$ cat config.mk
export PLATFORM = sky130hd
export DESIGN_NAME = pending_ack_timeout_table
export DESIGN_NICKNAME = d
export VERILOG_FILES = /design/src/rtl/pat_pkg.sv /design/src/rtl/pat_cell.sv /design/src/rtl/pending_ack_timeout_table.sv
export SDC_FILE = /design/constraint.sdc
export NUM_CORES = 2
export LEC_CHECK = 0
export BUFFER_PORTS_ARGS = -buffer_cell sky130_fd_sc_hd__buf_2
export CAP_MARGIN = 40
export CELL_PAD_IN_SITES_DETAIL_PLACEMENT = 1
export CELL_PAD_IN_SITES_GLOBAL_PLACEMENT = 1
export CORE_MARGIN = 5
export CORE_UTILIZATION = 55
export CTS_BUF_LIST = sky130_fd_sc_hd__clkbuf_16
export CTS_CLUSTER_DIAMETER = 150
export CTS_CLUSTER_SIZE = 30
export DETAILED_ROUTE_END_ITERATION = 10
export HOLD_SLACK_MARGIN = 0.12
export PLACE_DENSITY = 0.89
export SLEW_MARGIN = 20
export SYNTH_ARGS = -nofsm -noshare
export SYNTH_HDL_FRONTEND = slang
export SYNTH_SLANG_ARGS = --single-unit
export TNS_END_PERCENT = 1
$ cat constraint.sdc
create_clock -name clk -period 24.2 [get_ports clk]
set_input_delay 1.21 -clock clk [delete_from_list [all_inputs] [get_ports clk]]
set_output_delay 1.21 -clock clk [all_outputs]
set_load 0.05 [all_outputs]
$ cat src/rtl/pat_pkg.sv
// ----------------------------------------------------------------------------
// Pending acknowledgement table package
// Shared entry type, cell control type and the action and status codes.
// ----------------------------------------------------------------------------
package pat_pkg;

  typedef enum logic [1:0] {
    ACT_ADD  = 2'd0,
    ACT_ACK  = 2'd1,
    ACT_TICK = 2'd2,
    ACT_NONE = 2'd3
  } action_t;

  typedef enum logic [2:0] {
    ST_ADDED     = 3'd0,
    ST_FULL      = 3'd1,
    ST_ACK_OK    = 3'd2,
    ST_ACK_FAIL  = 3'd3,
    ST_NO_MATCH  = 3'd4,
    ST_TIMED_OUT = 3'd5
  } status_t;

  typedef struct packed {
    logic        valid;
    logic [31:0] contact;
    logic [31:0] msg_id;
    logic [31:0] event_tag;
    logic [31:0] stamp;
  } entry_t;

  typedef struct packed {
    logic load;
    logic shift;
  } cell_ctl_t;

  localparam logic [31:0] TIMEOUT_RESET = 32'd65000;

endpackage

$ cat src/rtl/pat_cell.sv
// ----------------------------------------------------------------------------
// Pending acknowledgement table cell
// Holds one table entry. It loads the insert bus, takes its right-hand
// neighbour's entry or holds, as the controller directs.
// ----------------------------------------------------------------------------
module pat_cell
  import pat_pkg::*;
(
  input  logic      clk,
  input  logic      rst_n,
  input  cell_ctl_t ctl,
  input  entry_t    ins_i,
  input  entry_t    nbr_i,
  output entry_t    ent_o
);

  entry_t ent_r;

  always_ff @(posedge clk) begin
    if (!rst_n) begin
      ent_r.valid <= 1'b0;
    end else if (ctl.load) begin
      ent_r <= ins_i;
    end else if (ctl.shift) begin
      ent_r <= nbr_i;
    end
  end

  assign ent_o = ent_r;

endmodule

$ cat src/rtl/pending_ack_timeout_table.sv
// An add is accepted in the idle state and gives its result from the finish
// state; an ack or a tick first rotates the table once through the cell chain
// past the head cell, entry by entry, before it finishes.
// One transaction at a time: the input stalls while a transaction is in
// progress; a stalled result holds the sweep and the input.
// Reset clears all valid marks and control state and loads the timeout with 65000.
// ----------------------------------------------------------------------------
// Pending acknowledgement timeout table
// Ordered table of outstanding sends built as a chain of entry cells. Acks
// and ticks rotate the valid part of the chain through the head cell,
// dropping matched or expired entries while keeping the order of the rest.
// ----------------------------------------------------------------------------
module pending_ack_timeout_table
  import pat_pkg::*;
#(
  parameter int TABLE_DEPTH = 16
)
(
  input  logic        clk,
  input  logic        rst_n,
  input  logic        cfg_wr_en,
  input  logic [31:0] cfg_wr_data,
  input  logic        in_valid,
  output logic        in_stall,
  input  logic [1:0]  in_action,
  input  logic [31:0] in_contact,
  input  logic [31:0] in_msg_id,
  input  logic [31:0] in_event_tag,
  input  logic        in_success,
  input  logic [31:0] in_now,
  output logic        out_valid,
  input  logic        out_stall,
  output logic [2:0]  out_status,
  output logic [31:0] out_contact_out,
  output logic [31:0] out_msg_id_out,
  output logic [31:0] out_event_tag_out,
  output logic        out_last
);

  localparam int CW = $clog2(TABLE_DEPTH + 1);

  typedef enum logic [1:0] {
    S_IDLE,
    S_RUN,
    S_FIN
  } state_t;

  state_t        state_r, state_nxt;
  logic [31:0]   timeout_r;
  logic [1:0]    act_r, act_nxt;
  logic [31:0]   req_contact_r, req_contact_nxt;
  logic [31:0]   req_msg_r, req_msg_nxt;
  logic [31:0]   req_event_r, req_event_nxt;
  logic          req_success_r, req_success_nxt;
  logic [31:0]   req_now_r, req_now_nxt;
  logic [CW-1:0] fill_r, fill_nxt;
  logic [CW-1:0] cnt_r, cnt_nxt;
  logic          hold_v_r, hold_v_nxt;
  logic [31:0]   hold_contact_r, hold_contact_nxt;
  logic [31:0]   hold_msg_r, hold_msg_nxt;
  logic [31:0]   hold_event_r, hold_event_nxt;
  logic          out_valid_r, out_valid_nxt;
  logic [2:0]    out_status_r, out_status_nxt;
  logic [31:0]   out_contact_r, out_contact_nxt;
  logic [31:0]   out_msg_r, out_msg_nxt;
  logic [31:0]   out_event_r, out_event_nxt;
  logic          out_last_r, out_last_nxt;

  entry_t                 ent [TABLE_DEPTH];
  entry_t                 ins;
  entry_t                 head;
  logic [TABLE_DEPTH-1:0] load_v;
  logic [TABLE_DEPTH-1:0] shift_v;
  logic [31:0]            age;
  logic                   expired;
  logic                   match;
  logic                   drop;
  logic                   out_ready;
  logic                   in_acc;

  assign head      = ent[0];
  assign age       = req_now_r - head.stamp;
  assign expired   = age > timeout_r;
  assign match     = (head.contact == req_contact_r) && (head.msg_id == req_msg_r);
  assign out_ready = !out_valid_r || !out_stall;
  assign in_stall  = (state_r != S_IDLE);
  assign in_acc    = in_valid && !in_stall;
  assign drop      = (act_r == ACT_ACK) ? (match && !hold_v_r) : expired;

  always_comb begin
    state_nxt        = state_r;
    act_nxt          = act_r;
    req_contact_nxt  = req_contact_r;
    req_msg_nxt      = req_msg_r;
    req_event_nxt    = req_event_r;
    req_success_nxt  = req_success_r;
    req_now_nxt      = req_now_r;
    fill_nxt         = fill_r;
    cnt_nxt          = cnt_r;
    hold_v_nxt       = hold_v_r;
    hold_contact_nxt = hold_contact_r;
    hold_msg_nxt     = hold_msg_r;
    hold_event_nxt   = hold_event_r;
    out_valid_nxt    = out_valid_r && out_stall;
    out_status_nxt   = out_status_r;
    out_contact_nxt  = out_contact_r;
    out_msg_nxt      = out_msg_r;
    out_event_nxt    = out_event_r;
    out_last_nxt     = out_last_r;
    load_v           = '0;
    shift_v          = '0;
    ins              = head;
    unique case (state_r)
      S_IDLE: begin
        if (in_acc) begin
          act_nxt         = in_action;
          req_contact_nxt = in_contact;
          req_msg_nxt     = in_msg_id;
          req_event_nxt   = in_event_tag;
          req_success_nxt = in_success;
          req_now_nxt     = in_now;
          hold_v_nxt      = 1'b0;
          cnt_nxt         = fill_r;
          unique case (in_action)
            ACT_ADD: state_nxt = S_FIN;
            ACT_ACK, ACT_TICK: state_nxt = (fill_r == '0) ? S_FIN : S_RUN;
            default: state_nxt = S_IDLE;
          endcase
        end
      end
      S_RUN: begin
        if (out_ready) begin
          ins.valid = !drop;
          for (int i = 0; i < TABLE_DEPTH; i++) begin
            shift_v[i] = (CW'(i + 1) < fill_r);
            load_v[i]  = (CW'(i + 1) == fill_r);
          end
          if (drop) begin
            fill_nxt         = fill_r - CW'(1);
            hold_v_nxt       = 1'b1;
            hold_contact_nxt = head.contact;
            hold_msg_nxt     = head.msg_id;
            hold_event_nxt   = head.event_tag;
            if (act_r == ACT_TICK && hold_v_r) begin
              out_valid_nxt   = 1'b1;
              out_status_nxt  = ST_TIMED_OUT;
              out_contact_nxt = hold_contact_r;
              out_msg_nxt     = hold_msg_r;
              out_event_nxt   = hold_event_r;
              out_last_nxt    = 1'b0;
            end
          end
          cnt_nxt = cnt_r - CW'(1);
          if (cnt_r == CW'(1)) begin
            state_nxt = S_FIN;
          end
        end
      end
      S_FIN: begin
        if (out_ready) begin
          state_nxt    = S_IDLE;
          out_last_nxt = 1'b1;
          unique case (act_r)
            ACT_ADD: begin
              out_valid_nxt   = 1'b1;
              out_contact_nxt = req_contact_r;
              out_msg_nxt     = req_msg_r;
              out_event_nxt   = req_event_r;
              if (fill_r == CW'(TABLE_DEPTH)) begin
                out_status_nxt = ST_FULL;
              end else begin
                out_status_nxt = ST_ADDED;
                ins.valid      = 1'b1;
                ins.contact    = req_contact_r;
                ins.msg_id     = req_msg_r;
                ins.event_tag  = req_event_r;
                ins.stamp      = req_now_r;
                fill_nxt       = fill_r + CW'(1);
                for (int i = 0; i < TABLE_DEPTH; i++) begin
                  load_v[i] = (CW'(i) == fill_r);
                end
              end
            end
            ACT_ACK: begin
              out_valid_nxt = 1'b1;
              if (hold_v_r) begin
                out_status_nxt  = req_success_r ? ST_ACK_OK : ST_ACK_FAIL;
                out_contact_nxt = hold_contact_r;
                out_msg_nxt     = hold_msg_r;
                out_event_nxt   = hold_event_r;
              end else begin
                out_status_nxt  = ST_NO_MATCH;
                out_contact_nxt = req_contact_r;
                out_msg_nxt     = req_msg_r;
                out_event_nxt   = '0;
              end
            end
            ACT_TICK: begin
              if (hold_v_r) begin
                out_valid_nxt   = 1'b1;
                out_status_nxt  = ST_TIMED_OUT;
                out_contact_nxt = hold_contact_r;
                out_msg_nxt     = hold_msg_r;
                out_event_nxt   = hold_event_r;
              end
            end
            default: begin
              out_last_nxt = out_last_r;
            end
          endcase
        end
      end
      default: state_nxt = S_IDLE;
    endcase
  end

  always_ff @(posedge clk) begin
    if (!rst_n) begin
      state_r     <= S_IDLE;
      timeout_r   <= TIMEOUT_RESET;
      fill_r      <= '0;
      cnt_r       <= '0;
      hold_v_r    <= 1'b0;
      out_valid_r <= 1'b0;
    end else begin
      state_r     <= state_nxt;
      fill_r      <= fill_nxt;
      cnt_r       <= cnt_nxt;
      hold_v_r    <= hold_v_nxt;
      out_valid_r <= out_valid_nxt;
      if (cfg_wr_en) begin
        timeout_r <= cfg_wr_data;
      end
    end
    act_r          <= act_nxt;
    req_contact_r  <= req_contact_nxt;
    req_msg_r      <= req_msg_nxt;
    req_event_r    <= req_event_nxt;
    req_success_r  <= req_success_nxt;
    req_now_r      <= req_now_nxt;
    hold_contact_r <= hold_contact_nxt;
    hold_msg_r     <= hold_msg_nxt;
    hold_event_r   <= hold_event_nxt;
    out_status_r   <= out_status_nxt;
    out_contact_r  <= out_contact_nxt;
    out_msg_r      <= out_msg_nxt;
    out_event_r    <= out_event_nxt;
    out_last_r     <= out_last_nxt;
  end

  for (genvar g = 0; g < TABLE_DEPTH; g++) begin : g_cell
    cell_ctl_t ctl;
    entry_t    nbr;

    assign ctl = '{load: load_v[g], shift: shift_v[g]};

    if (g == TABLE_DEPTH - 1) begin : g_end
      assign nbr = '0;
    end else begin : g_mid
      assign nbr = ent[g + 1];
    end

    pat_cell u_cell (
      .clk   (clk),
      .rst_n (rst_n),
      .ctl   (ctl),
      .ins_i (ins),
      .nbr_i (nbr),
      .ent_o (ent[g])
    );
  end

  assign out_valid         = out_valid_r;
  assign out_status        = out_status_r;
  assign out_contact_out   = out_contact_r;
  assign out_msg_id_out    = out_msg_r;
  assign out_event_tag_out = out_event_r;
  assign out_last          = out_last_r;

endmodule

---- Word level (Yosys, flattened, before mapping) ----
Index checks and enable logic that the tools add are counted.
storage, ports and cells
  register bits ........................... 2437
  input port bits ......................... 168
  output and inout port bits .............. 102
operators by class
  add/sub/neg operators ................... 4
  magnitude comparators ................... 17
  eq/ne operators ......................... 37
  mux-type cells .......................... 113
  reduce and logical (&&, ||, !) cells .... 61
operators with widths
  kind                                                       count
  2-to-1 mux 129 bit                                         35
  2-to-1 mux 32 bit                                          18
  case mux 32 bit (3 select lines)                           3
  case mux 32 bit (2 select lines)                           3
  2-to-1 mux 128 bit                                         1
  2-to-1 mux 16 bit                                          6
  == test 32 bit                                             2
  == test 4 x 5 -> 1 bit, first input constant               8
  less-than comparator 4 x 5 -> 1 bit, first input constant  8
  nonzero test 2 bit                                         19
  2-to-1 mux 5 bit                                           7
  AND reduction 2 bit                                        17
  greater-than comparator 32 bit                             1
  case mux 16 bit (2 select lines)                           1
  subtractor 32 bit                                          1
  == test 3 x 5 -> 1 bit, first input constant               4
  less-than comparator 3 x 5 -> 1 bit, first input constant  4
  case mux 5 bit (2 select lines)                            2
  2-to-1 mux 3 bit                                           6
  2-to-1 mux 1 bit                                           17
  inequality test 2 bit, second input constant               8
  AND reduction 6 bit                                        2
  == test 2 x 5 -> 1 bit, first input constant               2
  less-than comparator 2 x 5 -> 1 bit, first input constant  2
  29 further kinds                                           55

---- Depth between registers and ports, before layout ----
  depth after elaboration ................. 8
  mapped depth ............................ 21
  mapped depth without buffers ............ 21

---- Cells and area by module ----
From an unflattened synthesis, not the netlist that was laid out.
second synthesis, totals
  cell total of the unflattened synthesis .. 6032
  area total of the unflattened synthesis .. 111150.4 sq um
by module, submodules not included
  module                     times used  cells each  area an instance (sq um)  seq. area each (sq um)
  pat_cell                   16          276         5818.1                    3863.7
  pending_ack_timeout_table  1           1616        18061.1                   10740.3

---- Least setup slack after synthesis ----
OpenSTA, ideal clock, no wires.
  kind .................................... input to register
  start point ............................. in out_stall
  end point ............................... reg g_cell[14].u_cell.ent_r, in the netlist g_cell[14].u_cell.ent_o[0] (enable)
  setup time .............................. 0.657 ns
  data arrival time ....................... 8.683 ns
  required time ........................... 23.543 ns
  slack ................................... 14.860 ns
  stages on the path ...................... 9
  path buffers ............................ 4
  path through ............................ nand2_1 > buf_2 > nand3b_1 > o32ai_1 > nand2_1 > buf_2 > clkbuf_1 > clkbuf_1 > a21oi_1
on the way
  word-level cells in the longest chain between the ends .. 6
RTL lines
  what                                                                   RTL line                                                            RTL
  start, declared                                                        pending_ack_timeout_table.sv:32                                     input logic out_stall,
  logical NOT 1 bit (*)                                                  pending_ack_timeout_table.sv:85                                     assign out_ready = !out_valid_r || !out_stall;
  logical OR 1 bit (*)                                                   pending_ack_timeout_table.sv:85
  2-to-1 mux 16 bit (on tied branches)                                   pending_ack_timeout_table.sv:160, pending_ack_timeout_table.sv:132
  case mux 16 bit (2 select lines) or 2-to-1 mux 16 bit (tied branches)  pending_ack_timeout_table.sv:113                                    unique case (state_r)
  nonzero test 2 bit (no source line) (*)                                --
  AND reduction 2 bit (no source line) (*)                               --
  end signal, assigned                                                   pat_cell.sv:23                                                      ent_r <= ins_i;
  end signal, assigned                                                   pat_cell.sv:25                                                      ent_r <= nbr_i;
  end, declared                                                          pat_cell.sv:17                                                      entry_t ent_r;
Mark *: on every way between the ends. The rest lies on a longest branch, timed or not.
A chain may end at the register's enable or synchronous reset.

---- Worst setup path after layout ----
  start point ............................. reg req_now_r[0]
  end point ............................... reg out_event_r[21], in the netlist out_event_tag_out[21] (enable)
on the way
  word-level cells in the longest chain between the ends .. 5
RTL lines
  what                                    RTL line                          RTL
  start, declared                         pending_ack_timeout_table.sv:55   logic [31:0] req_now_r, req_now_nxt;
  start signal, assigned                  pending_ack_timeout_table.sv:240  req_now_r <= req_now_nxt;
  subtractor 32 bit                       pending_ack_timeout_table.sv:82   assign age = req_now_r - head.stamp;
  greater-than comparator 32 bit          pending_ack_timeout_table.sv:83   assign expired = age > timeout_r;
  2-to-1 mux 1 bit                        pending_ack_timeout_table.sv:88   assign drop = (act_r == ACT_ACK) ? (match && !hold_v_r) : expired;
  inequality test 2 bit (no source line)  --
  AND reduction 7 bit (no source line)    --
  end signal, assigned                    pending_ack_timeout_table.sv:247  out_event_r <= out_event_nxt;
  end, declared                           pending_ack_timeout_table.sv:66   logic [31:0] out_event_r, out_event_nxt;
No other way between the ends.

==> flow_summary.rst <==
.. list-table::
   :header-rows: 1

   * - Metric
     - Value
   * - Status
     - complete, no violations
   * - Fmax
     - roughly 130 MHz
   * - Clock root cell
     - sky130_fd_sc_hd__clkbuf_16
   * - Number of buffers created by CTS
     - 90
   * - Final hold slack
     - 0.4695 ns
   * - Final min period
     - about 7.7 ns
   * - Cell types occupying the most area after synthesis
     - sky130_fd_sc_hd__edfxtp_1 (72%), sky130_fd_sc_hd__a21oi_1 (5.5%), sky130_fd_sc_hd__nor2_1 (4.7%)
   * - Fin worst setup slack
     - 16.50 ns
   * - Worst-Margin Slew
     - 1.405 ns
   * - Count of state elements after synthesis
     - 2,421
   * - Wire length of the first global-routing pass
     - 473,300 µm
   * - PwrDens
     - 76.96 mW/mm²
   * - Type of the tightest min-delay check
     - reg -> reg
   * - Setup TNS
     - 0 ns
   * - Final max-slew violation count
     - 0
   * - Buffers added on ports
     - 269
   * - Final design area excluding fillers
     - 0.1071 mm²
   * - CTS tree
     - yes
   * - Share of Yosys cell area claimed by the top area cell type
     - 0.7168
   * - Fraction of final layout cells sized beyond drive strength 1
     - 0.09093
   * - Area growth from synthesis to final layout
     - 7.674%
   * - Width of the die
     - approximately 440 µm
   * - Remaining DRCs
     - 0
   * - Library cell occupying the most area in the post-synthesis netlist
     - sky130_fd_sc_hd__edfxtp_1
   * - Worst R2R Path Depth
     - 23
   * - Total grt overflow
     - 0
   * - Share of synthesized area occupied by flip-flops and latches
     - 0.7261
   * - Worst slack at placement
     - between 15 and 20 ns
   * - Initial Util
     - 0.5517
   * - Flip-flop cell with the highest count after synthesis
     - sky130_fd_sc_hd__edfxtp_1
   * - Worst hold stages
     - 0
   * - Netlist area before placement
     - 0.09949 mm²
   * - Vias post-DR
     - 70,730
   * - Capture instance of the worst register-to-register path
     - out_event_tag_out[21]
   * - Largest net degree at the start of global routing
     - 212
   * - Avg Vias per Cell
     - 6.773
   * - CP Max Fanout
     - 48
   * - Fraction of registers with async set or reset after synthesis
     - 0
   * - WP data required
     - between 20 and 25 ns
   * - Vertical die dimension
     - 435.3 µm
   * - Critical Setup Path Class
     - reg -> reg
   * - Antenna violations before repair
     - 24
   * - Number of DRC markers after the initial detailed-route iteration
     - 10,130
   * - Startpoint kind of the worst setup timing path
     - register
   * - Final Cycle Share
     - 0.3181
   * - Post-CTS setup buffer count
     - 0
   * - Detailed-route wire length per cell
     - 31.70 µm
   * - Mean Syn Cell Area
     - 12.38 µm²
   * - Library cell with the highest instance count after synthesis
     - sky130_fd_sc_hd__edfxtp_1
   * - Net Count, Synth
     - between 8,000 and 9,000
   * - Instance count of the mapped netlist
     - 8,039
   * - Commonest cells post-synth
     - sky130_fd_sc_hd__edfxtp_1 (2,375), sky130_fd_sc_hd__nor2_1 (1,237), sky130_fd_sc_hd__a21oi_1 (1,091)
   * - Min-Delay Endpoint
     - hold_event_r[3]
   * - Half-perimeter wire length after placement
     - 190,300 µm
   * - Number of placement rows
     - between 150 and 200
   * - DRT Wirelength
     - about 330,000 µm
   * - Number of synthesized flops with an enable pin
     - 2,375
   * - Final-report hold violation count
     - 0
   * - Area after DPL
     - approximately 0.10 mm²
   * - Final setup vio count
     - 0
   * - Reported leakage power
     - about 0.038 µW
   * - Area of the die
     - 0.1895 mm²
   * - Tightest slew margin relative to the limit
     - 0.06339
   * - Unrepaired setup endpoints after global routing
     - false
   * - Count of pins on the block boundary
     - 270
   * - Largest register FFs
     - 2,048
   * - Worst VDD drop
     - 0.00006549 V
   * - Element type at the critical path end
     - register
   * - Reg2reg setup slack
     - 16.50 ns
   * - Total number of clock tree sinks
     - roughly 2,400
   * - Remaining antenna violation count after routing
     - 0
   * - Unique masters post-synth
     - 74
   * - Count of nets after finishing
     - about 8,300
   * - Worst EP arrival
     - ~8.2 ns
   * - GRT Util Overall
     - 0.3297
   * - Insertion delay of the later-clocked pin in the worst-skew pair
     - 0.83 ns
   * - Hold_sp
     - g_cell[0].u_cell.ent_o[35]
   * - Worst Skew
     - 0.06584 ns
   * - Post-CTS Hold Fix Bufs
     - 0
   * - Final RePlAce weighted congestion
     - 0.8376
   * - Startpoint of the worst register-to-register path
     - req_now_r[0]
   * - Filler Cell Count
     - 17,700
   * - Floorplan Core Area
     - about 0.18 mm²
   * - Drt first pass iters
     - 7
   * - Via count of the first global-routing pass
     - ~73,000
   * - Number of max-cap violations
     - 0
   * - CTS-repair resized insts
     - 0
   * - Number of warning messages in the yosys log
     - 0
   * - CTS H-Tree Depth
     - 3
   * - Clock tree buffer depth
     - 3
   * - Reg clk slew, reported paths
     - 0.12 ns
## worst max-delay path by stage
stage / from / end / slack [ns] / cells after the start
6_report: req_now_r[0] / out_event_tag_out[21] / 16.50 / 23
5_1_grt: req_now_r[0] / out_event_tag_out[21] / 16.24 / 23
4_1_cts: req_now_r[0] / out_event_tag_out[21] / 16.54 / 22
3_5_place_dp: req_now_r[0] / out_event_tag_out[26] / 16.74 / 22
3_3_place_gp: req_now_r[0] / out_event_tag_out[23] / 16.98 / 22
2_1_floorplan: out_stall / g_cell[14].u_cell.ent_o[0] / 14.86 / 9
## cells in the final DEF, fill, tap and decap left out, types with 11 or more instances in the layout
master                      Yosys  layout
sky130_fd_sc_hd__nor2_4         0      13
sky130_fd_sc_hd__nand2b_1      15      15
sky130_fd_sc_hd__xor2_1        26      26
sky130_fd_sc_hd__edfxtp_1    2375    2375
sky130_fd_sc_hd__o21ai_0      924     923
sky130_fd_sc_hd__nor3_1        19      19
sky130_fd_sc_hd__buf_4          4     180
sky130_fd_sc_hd__diode_2        0      12
sky130_fd_sc_hd__buf_12         0      35
sky130_fd_sc_hd__nand2_1      973     968
sky130_fd_sc_hd__nor2_1      1237    1224
sky130_fd_sc_hd__buf_2        232     285
sky130_fd_sc_hd__buf_16         0      29
sky130_fd_sc_hd__dfxtp_1       46      46
sky130_fd_sc_hd__ha_1          80      80
sky130_fd_sc_hd__mux2i_2        0      40
sky130_fd_sc_hd__clkbuf_16      0      90
sky130_fd_sc_hd__a21o_1        13      13
sky130_fd_sc_hd__nand3_1       21      20
sky130_fd_sc_hd__inv_1        107     120
sky130_fd_sc_hd__o211ai_1      15      15
sky130_fd_sc_hd__mux2i_1      155     115
sky130_fd_sc_hd__a22o_1        96      96
sky130_fd_sc_hd__nor4_1        11      11
sky130_fd_sc_hd__a21oi_4        0      11
sky130_fd_sc_hd__xnor2_1       42      42
sky130_fd_sc_hd__nand4_1       16      16
sky130_fd_sc_hd__o22ai_1       14      14
sky130_fd_sc_hd__nor2b_1       19      18
sky130_fd_sc_hd__a21oi_1     1091    1081
## report_power, final
| group | leakage [µW] | internal, µW | switching [µW] | total [µW] |
|---|---|---|---|---|
| logic | 0.0154 | 343 | 960 | 1300 |
| registers | 0.0215 | 4810 | 151 | 4960 |
| clock network | 0.00125 | 689 | 1290 | 1980 |
## per-stage QoR
stage,power (µW),cells,utilization
floorplan,5765,8039,-
global placement,6145,10200,0.5704
detailed placement,6263,10290,0.5776
CTS,8135,10400,0.5911
global route,8472,10430,0.5939
finish,8245,10440,0.5940
## worst max-delay path, stage by stage (launching register included)
cell and delay (ns):
sky130_fd_sc_hd__edfxtp_1 0.43, sky130_fd_sc_hd__inv_1 0.09, sky130_fd_sc_hd__ha_1 0.21, sky130_fd_sc_hd__inv_1 0.07, sky130_fd_sc_hd__fa_1 0.43, sky130_fd_sc_hd__a21o_1 0.23, sky130_fd_sc_hd__a221oi_2 0.43, sky130_fd_sc_hd__o22ai_2 0.22
sky130_fd_sc_hd__nor4_1 0.64, sky130_fd_sc_hd__o311a_1 0.32, sky130_fd_sc_hd__o41ai_1 0.12, sky130_fd_sc_hd__a21oi_1 0.22, sky130_fd_sc_hd__xnor2_1 0.10, sky130_fd_sc_hd__ha_1 0.30, sky130_fd_sc_hd__and4_1 0.25, sky130_fd_sc_hd__nand3_1 0.15
sky130_fd_sc_hd__or3_1 0.44, sky130_fd_sc_hd__a211o_1 0.30, sky130_fd_sc_hd__o2bb2ai_1 0.38, sky130_fd_sc_hd__nor2_1 0.21, sky130_fd_sc_hd__o22ai_1 0.21, sky130_fd_sc_hd__and3_4 0.80, sky130_fd_sc_hd__buf_4 0.45, sky130_fd_sc_hd__buf_16 0.29
## per-layer routing
layer | wire [µm] | part of all wire | global-route usage | vias to the layer above
met5 | 110 | 0.00033 | 0 | -
met3 | 34920 | 0.11 | 0.05952 | 1365
met2 | 163100 | 0.49 | 0.5560 | 5208
met4 | 24380 | 0.074 | 0.2130 | 16
met1 | 108600 | 0.33 | 0.3917 | 35420
li1 | - | - | - | 28720
## cells by family after synthesis
family	after synthesis	share of synthesized area
and+or+nand+nor	2352	0.09237
buffers and inverters	740	0.03107
xor gates and xnor gates	68	0.005986
adders and majority gates	81	0.01026
muxes	155	0.01559
DFF	2421	0.7261
AOI/OAI and AO/OA	2222	0.1187
## cell type report
type	count	area, µm²	share of cell area
multi-input combinational	4878	24650	0.2301
sequential	2421	72240	0.6743
antenna	12	30.03	0.0002803
timing repair buffer	541	4404	0.04111
clock inverter	23	177.7	0.001658
clock buffer	90	2252	0.02102
inverter	108	410.4	0.003831
tap	2370	2965	0.02768
Power figures use the tool's default switching activity.
